<file path="src/sv/hash_table_linear_probe_builder_defines.svh">
// Assertion macros for the linear probe table builder.
`ifndef HASH_TABLE_LINEAR_PROBE_BUILDER_DEFINES_SVH
`define HASH_TABLE_LINEAR_PROBE_BUILDER_DEFINES_SVH

`ifndef SYNTHESIS
// Check a property on every clock edge outside reset.
`define HTLP_ASSERT(lbl, prop, msg) \
  lbl: assert property (@(posedge clk) disable iff (rst) prop) else $error(msg);
// Check a property on every clock edge, reset included.
`define HTLP_ASSERT_ALWAYS(lbl, prop, msg) \
  lbl: assert property (@(posedge clk) prop) else $error(msg);
`else
`define HTLP_ASSERT(lbl, prop, msg)
`define HTLP_ASSERT_ALWAYS(lbl, prop, msg)
`endif

`endif

</file>
<file path="src/sv/htlp_div.sv">
`timescale 1ns / 1ps

module htlp_div #(
  parameter int DW = 24,
  parameter int LW = 11
) (
  input  logic          clk,
  input  logic          rst,
  input  logic          start,
  input  logic [DW-1:0] dividend,
  input  logic [LW-1:0] divisor,
  output logic          done,
  output logic [LW-1:0] remainder
);

  localparam int CNTW = $clog2(DW);

  logic            busy;
  logic [CNTW-1:0] cnt;
  logic [DW-1:0]   quo;
  logic [LW-1:0]   dvs;
  logic [LW:0]     trial;
  logic [LW:0]     diff;

  // Restoring step: one dividend bit per cycle, quotient discarded
  assign trial = {remainder, quo[DW-1]};
  assign diff  = trial - {1'b0, dvs};

  always_ff @(posedge clk) begin
    if (rst) begin
      busy <= 1'b0;
      done <= 1'b0;
      cnt  <= '0;
    end else begin
      done <= busy && (cnt == CNTW'(DW - 1));
      if (start) begin
        busy <= 1'b1;
        cnt  <= '0;
      end else if (busy) begin
        if (cnt == CNTW'(DW - 1)) begin
          busy <= 1'b0;
        end
        cnt <= cnt + 1'b1;
      end
    end
  end

  always_ff @(posedge clk) begin
    if (start) begin
      quo       <= dividend;
      dvs       <= divisor;
      remainder <= '0;
    end else if (busy) begin
      quo <= quo << 1;
      if (trial >= {1'b0, dvs}) begin
        remainder <= diff[LW-1:0];
      end else begin
        remainder <= trial[LW-1:0];
      end
    end
  end

endmodule

</file>
<file path="config.mk">
export PLATFORM = sky130hd
export DESIGN_NAME = htlp_div
export DESIGN_NICKNAME = d
export VERILOG_FILES = /design/src/sv/hash_table_linear_probe_builder_defines.svh /design/src/sv/htlp_div.sv
export SDC_FILE = /design/constraint.sdc
export NUM_CORES = 1
export LEC_CHECK = 0
export CAP_MARGIN = 20
export CORE_UTILIZATION = 40
export CTS_CLUSTER_SIZE = 28
export DETAILED_ROUTE_END_ITERATION = 8
export DONT_BUFFER_PORTS = 1
export GPL_TIMING_DRIVEN = 1
export HOLD_SLACK_MARGIN = 0.12
export MAX_ROUTING_LAYER = met4
export PLACE_DENSITY_LB_ADDON = 0.2
export SKIP_LAST_GASP = 1
export SYNTH_ARGS = -nofsm -noshare
export SYNTH_HDL_FRONTEND = slang
export SYNTH_SLANG_ARGS = --single-unit
</file>
<file path="constraint.sdc">
create_clock -name clk -period 2.8 [get_ports clk]
set_input_delay 0.56 -clock clk [delete_from_list [all_inputs] [get_ports clk]]
set_output_delay 0.56 -clock clk [all_outputs]
set_load 0.01 [all_outputs]
</file>
==> impl_metrics.py, run 1 <==
metrics = {
    "global_route": {
        "antenna_found_initial": 0,
        "met1_usage": 0.189,
        "top_usage_layer": "met2",
        "grt_max_degree": 54,
        "grt_usage": 0.147,
        "met3_usage": 0.0462,
        "grt_pass1_vias": 1548,
        "grt_overflow": 0,
        "grt_pass1_wl_mm": 7.90,
        "met2_usage": 0.222,
    },
    "routing": {
        "drc_errors": 0,
        "wl_per_cell_um": 15.7,
        "drt_wl_total_mm": 4.87,
        "viasPerCell": 5.51,
        "ant_nets": 0,
        "drt_iter0_drc": 68,
        "vias": 1708,
        "dr.pass1.iters": 4,
    },
    "die": {
        "rows": 29,
        "core_area_um2": 6460,
        "ioPinCount": 50,
        "start_util": 0.422,
        "dieArea_um2": 7150,
        "die_w_um": 84.6,
        "die_y_um": 84.6,
    },
    "synth": {
        "syn_inst": 231,
        "syn_avg_cell_area_um2": 11.8,
        "synth_top_area_cell": "edfxtp_1",
        "synth_top_area_frac": 0.385,
        "synth.distinct_cells": 54,
        "synth-seq-cells": 53,
        "synth_area_leaders": "edfxtp_1, dfxtp_1, mux2_2",
        "ys.warnings.count": 0,
        "async_flop_share": 0,
        "synthFlopType": "edfxtp_1",
        "syn_area_um2": 2730,
        "syn-num-nets": 282,
        "ys_seq_area_frac": 0.517,
        "synth_edf_count": 35,
    },
    "pwr": {
        "pwr-share-clk": 0.252,
        "power.leakage_uw": 0.00110,
        "power_density_nw_per_um2": 593,
        "internal-power_uw": 1250,
        "vdd_drop_max_mv": 0.344,
        "sequentialPowerShare": 0.549,
        "p_sw_uw": 479,
        "p_comb_frac": 0.198,
        "switching_share": 0.278,
    },
    "min_path": {
        "hold_end": "cnt[3]$_SDFFE_PP0P_",
        "hp-class": "input port to register",
        "hold_path_depth": 1,
        "hp-start": "rst",
    },
    "timing": {
        "worst_hold_slack_ns": 0.310,
        "period_minus_slack_ns": 2.62,
        "setup_viol": 0,
        "hold_viol_final": 0,
        "clock.fmax_ghz": 0.382,
        "slew_headroom": 0.603,
        "final_max_slew_viol_count": 0,
        "fin_crit_sh": 0.935,
        "fin_tns_setup_ns": 0,
        "clock_skew_ns": 0.00869,
        "rsz0062_at_grt": "false",
        "worst_pin_slew_ns": 0.595,
    },
    "critical_path": {
        "reg2regPathDepth": 9,
        "worstPathMaxFanout": 7,
        "ff2ff_setup_slack_ns": 0.18,
        "startpoint_type": "register",
        "crit_type": "register to register",
        "cp.arrival_ns": 2.83,
        "cp.required_ns": 3.02,
        "r2r-start": "dvs[0]$_DFFE_PP_",
        "end_kind": "register",
        "regToRegEndpoint": "remainder[6]$_SDFFE_PP0P_",
    },
    "final_layout": {
        "n_fill_cell": 608,
        "utilization": 0.450,
        "final_nets": 283,
        "n_antenna_cell": 0,
        "drive_gt1_frac": 0.215,
        "synthToLayoutAreaGrowth_pct": 6.65,
    },
    "place": {
        "place_congestion": 0.763,
        "dp_hpwl_mm": 3.39,
        "portBuffers": 0,
    },
    "clocking": {
        "cts_buffers": 5,
        "post_cts.repair.setup_buffers": 0,
        "cts_buffer_depth": 2,
        "cts_tree": "done",
        "cts_root_buf": "clkbuf_8",
        "clk_pin_slew_ns": 0.10,
        "insertion_delay_ns": 0.30,
        "cts_resized": 0,
        "cts_hold_buffers": 0,
        "cts_sinks": 53,
        "htree_levels": 2,
    },
    "run_status": {
        "outcome": "completed",
    },
    "job": {
        "cap_viol_max_count": 0,
    },
}
==> layout by cell type, fill, tap and decap left out, drive strengths merged, types with 5 or more instances in the layout <==
master	Yosys	layout
inv	16	16
clkbuf	6	5
nor2	12	12
mux2	24	24
nand2	16	16
a311oi	8	8
o21ai	6	6
ha	12	12
nor3	8	8
dfxtp	18	18
edfxtp	35	35
==> power by group through the flow <==
stage          sequential [uW]  combinational, uW  clock, uW
2_1_floorplan              959                282          0
3_3_place_gp               966                336          0
3_5_place_dp               968                337          0
4_1_cts                    950                340        447
5_1_grt                    957                384        479
6_report                   948                342        436
==> sequential cells by signal (all words and copies together) (netlist names) <==
register / flops
quo: 24
dvs: 11
remainder: 11
cnt: 5
busy: 1
done: 1
==> cells by family after synthesis <==
group	share of synthesized area
flops	0.517
compound gates	0.120
mux	0.114
simple gates	0.125
fa+ha+maj	0.0624
buf+inv	0.0385
xor+xnor	0.0225
==> cell usage after synthesis, drive strengths merged, types with 2 or more instances <==
cell	n
edfxtp	35
mux2	24
dfxtp	18
inv	16
nand2	16
ha	12
nor2	12
a311oi	8
nor3	8
clkbuf	6
o21ai	6
a21o	4
buf	4
mux2i	4
nor2b	4
xor2	4
a211oi	3
a21oi	3
or2	3
xnor2	3
a211o	2
a31oi	2
and4	2
nand3	2
nand3b	2
nand4	2
nand4b	2
nor3b	2
o21bai	2
o311ai	2
or3b	2
==> how the worst max path moves through the flow <==
stage,start,end,slack (ns),cells after the start
after floorplan,dvs[0]$_DFFE_PP_,remainder[10]$_SDFFE_PP0P_,0.44,9
after global placement,quo[23]$_DFFE_PP_,remainder[6]$_SDFFE_PP0P_,0.31,10
after detailed placement,dvs[0]$_DFFE_PP_,remainder[6]$_SDFFE_PP0P_,0.21,9
after CTS,dvs[0]$_DFFE_PP_,remainder[6]$_SDFFE_PP0P_,0.17,9
after global routing,dvs[0]$_DFFE_PP_,remainder[6]$_SDFFE_PP0P_,0.03,9
final,dvs[0]$_DFFE_PP_,remainder[6]$_SDFFE_PP0P_,0.18,9
==> through the flow <==
stage / power, uW / cells / area [um2] / setup slack, ns
after CTS: 1740 / 310 / 2900 / 0.174
after global placement: 1300 / 302 / 2810 / 0.310
final: 1730 / 310 / 2910 / 0.182
after detailed placement: 1310 / 302 / 2810 / 0.213
after floorplan: 1240 / 231 / 2730 / 0.444
after global routing: 1820 / 310 / 2910 / 0.0271
==> per-layer routing <==
metal / part of all wire / vias up
li1: - / 871
met4: 0.012 / 0
met2: 0.45 / 31
met5: 0 / -
met1: 0.48 / 800
met3: 0.053 / 6
==> critical path, stage by stage, from the launching register on <==
cell and delay, ns:
edfxtp_1 0.40, ha_1 0.22, fa_1 0.42, nor2b_2 0.15, o22a_1 0.19, o2111a_2 0.25, a211oi_2 0.07, buf_4 0.19
or3b_1 0.38, a311oi_2 0.25
==> cell type report <==
type,instances,area (um2),share of cell area
Clock buffer,5,68.8,0.0237
Clock inverter,3,22.5,0.00774
Inverter,16,60.1,0.0206
Multi-Input combinational cell,152,1220,0.419
Sequential cell,53,1410,0.485
Tap cell,77,96.3,0.0331
Timing Repair Buffer,4,30.0,0.0103
Power figures use the tool's default switching activity.
==> run 2, diff against run 1 <==
Settings changed: CORE_MARGIN from default to 5.
==> run 2 against run 1 <==
Against the previous run: clock skew fell by 0.0038 ns; highest routed layer unchanged; die area rose by 20%; core utilization fell by 1.9 points; largest power group unchanged; wire length rose by 8.2%; final cell count rose by 0.97%; sequential share of layout area rose by 0.15 points; power fell by 0.61%; worst hold slack improved by 0.0079 ns; worst setup slack improved by 0.015 ns; fmax rose by 0.59%; count of clock-buffer cells in the layout rose by 1; critical path type unchanged.
==> impl_metrics.py, run 2 (synthesized netlist as in run 1, its figures left out) <==
metrics = {
    "run_status": {
        "outcome": "completed",
    },
    "clocking": {
        "insertion_delay_ns": 0.30,
        "cts_sinks": 53,
        "cts_root_buf": "clkbuf_8",
        "htree_levels": 2,
        "cts_tree": "done",
        "cts_buffers": 5,
        "cts_buffer_depth": 2,
        "cts_resized": 0,
        "clk_pin_slew_ns": 0.10,
        "cts_hold_buffers": 0,
        "post_cts.repair.setup_buffers": 0,
    },
    "critical_path": {
        "worstPathMaxFanout": 6,
        "end_kind": "register",
        "ff2ff_setup_slack_ns": 0.20,
        "cp_slowest_cell": "fa_1",
        "startpoint_type": "register",
        "cp.required_ns": 3.01,
        "slowest_delay_ns": 0.40,
        "crit_path_cell_trace": "ha_1, fa_1, nor2b_1, o22a_1, o2111a_2, a211oi_2, buf_4, or3b_1, a311oi_1",
        "crit_type": "register to register",
        "cp.arrival_ns": 2.82,
    },
    "final_layout": {
        "final_nets": 283,
        "mostFrequentLayoutCells": "edfxtp_1, mux2_2, dfxtp_1",
        "final_cells": 313,
        "largest_reg_flops": 24,
        "synthToLayoutAreaGrowth_pct": 6.33,
        "n_antenna_cell": 0,
        "final_area_um2": 2900,
        "drive_gt1_frac": 0.202,
        "top_register": "quo",
        "mostFrequentLayoutCell": "edfxtp_1",
        "reg_top3": "quo x24, dvs x11, remainder x11",
    },
    "timing": {
        "setup_viol": 0,
        "slew_headroom": 0.601,
        "worst_hold_slack_ns": 0.318,
        "rsz0062_at_grt": "false",
        "hold_viol_final": 0,
        "fin_crit_sh": 0.929,
        "clock_skew_ns": 0.00487,
        "worst_pin_slew_ns": 0.599,
        "clock.fmax_ghz": 0.384,
        "period_minus_slack_ns": 2.60,
        "fin_tns_setup_ns": 0,
        "final_max_slew_viol_count": 0,
    },
    "place": {
        "place_congestion": 0.794,
        "dp_cells": 305,
        "portBuffers": 0,
        "dp_hpwl_mm": 3.69,
        "placed_area_um2": 2810,
    },
    "pwr": {
        "vdd_drop_max_mv": 0.228,
        "power.total_uw": 1720,
        "power.leakage_uw": 0.00109,
        "power_density_nw_per_um2": 591,
    },
    "global_route": {
        "grt_max_degree": 54,
        "grt_pass1_wl_mm": 8.59,
        "grt_overflow": 0,
        "antenna_found_initial": 0,
        "grt_usage": 0.129,
        "grt_pass1_vias": 1741,
    },
    "routing": {
        "ant_nets": 0,
        "wl_per_cell_um": 16.8,
        "drc_errors": 0,
        "viasPerCell": 5.51,
        "dr.pass1.iters": 5,
        "drt_iter0_drc": 64,
        "drt_wl_total_mm": 5.27,
        "vias": 1725,
    },
    "die": {
        "dieArea_um2": 8570,
        "die_w_um": 92.6,
        "rows": 30,
        "die_y_um": 92.6,
        "start_util": 0.406,
        "ioPinCount": 50,
        "core_area_um2": 6720,
    },
    "job": {
        "cap_viol_max_count": 0,
    },
    "min_path": {
        "hp-class": "input port to register",
    },
}
run 2: metrics by stage:
step            util  setup slack [ns]
2_1_floorplan      -             0.444
3_3_place_gp   0.419             0.297
6_report       0.432             0.198
3_5_place_dp   0.419             0.218
4_1_cts        0.432             0.197
5_1_grt        0.432            0.0514
run 2: layer usage:
metal | share of wire | vias to the layer above | track usage
met5 | 0 | - | -
met4 | 0.015 | 0 | 0.0446
met3 | 0.043 | 7 | 0.0341
met2 | 0.47 | 33 | 0.196
met1 | 0.47 | 821 | 0.167
li1 | - | 864 | -
run 2: path summary, 6_finish.rpt:
path / start / endpoint / cells after the start
setup reg to reg: dvs[0]$_DFFE_PP_ / remainder[6]$_SDFFE_PP0P_ / 9
hold reg to reg: cnt[4]$_SDFFE_PP0P_ / done$_SDFF_PP0_ / 2
hold / removal: rst / cnt[3]$_SDFFE_PP0P_ / 1
setup / recovery: dvs[0]$_DFFE_PP_ / remainder[6]$_SDFFE_PP0P_ / 9
run 2: worst max-delay path, delay by kind of cell (launching register included):
family / cells / cell delay (ns)
compound gates: 4 / 0.78
fa+ha+maj: 2 / 0.62
buf+inv: 1 / 0.19
flops: 1 / 0.39
simple gates: 2 / 0.52
run 2: power breakdown:
part           switching, uW  internal, uW
Combinational            182           157
Sequential              38.5           911
Clock                    250           177
Total                    471          1240
run 2: area by class of cell:
type	count	area, um2
Tap cell	80	100
Multi-Input combinational cell	152	1210
Clock inverter	2	15.0
Clock buffer	6	72.6
Sequential cell	53	1410
Timing Repair Buffer	4	30.0
Inverter	16	60.1
Fill cell	615	3820
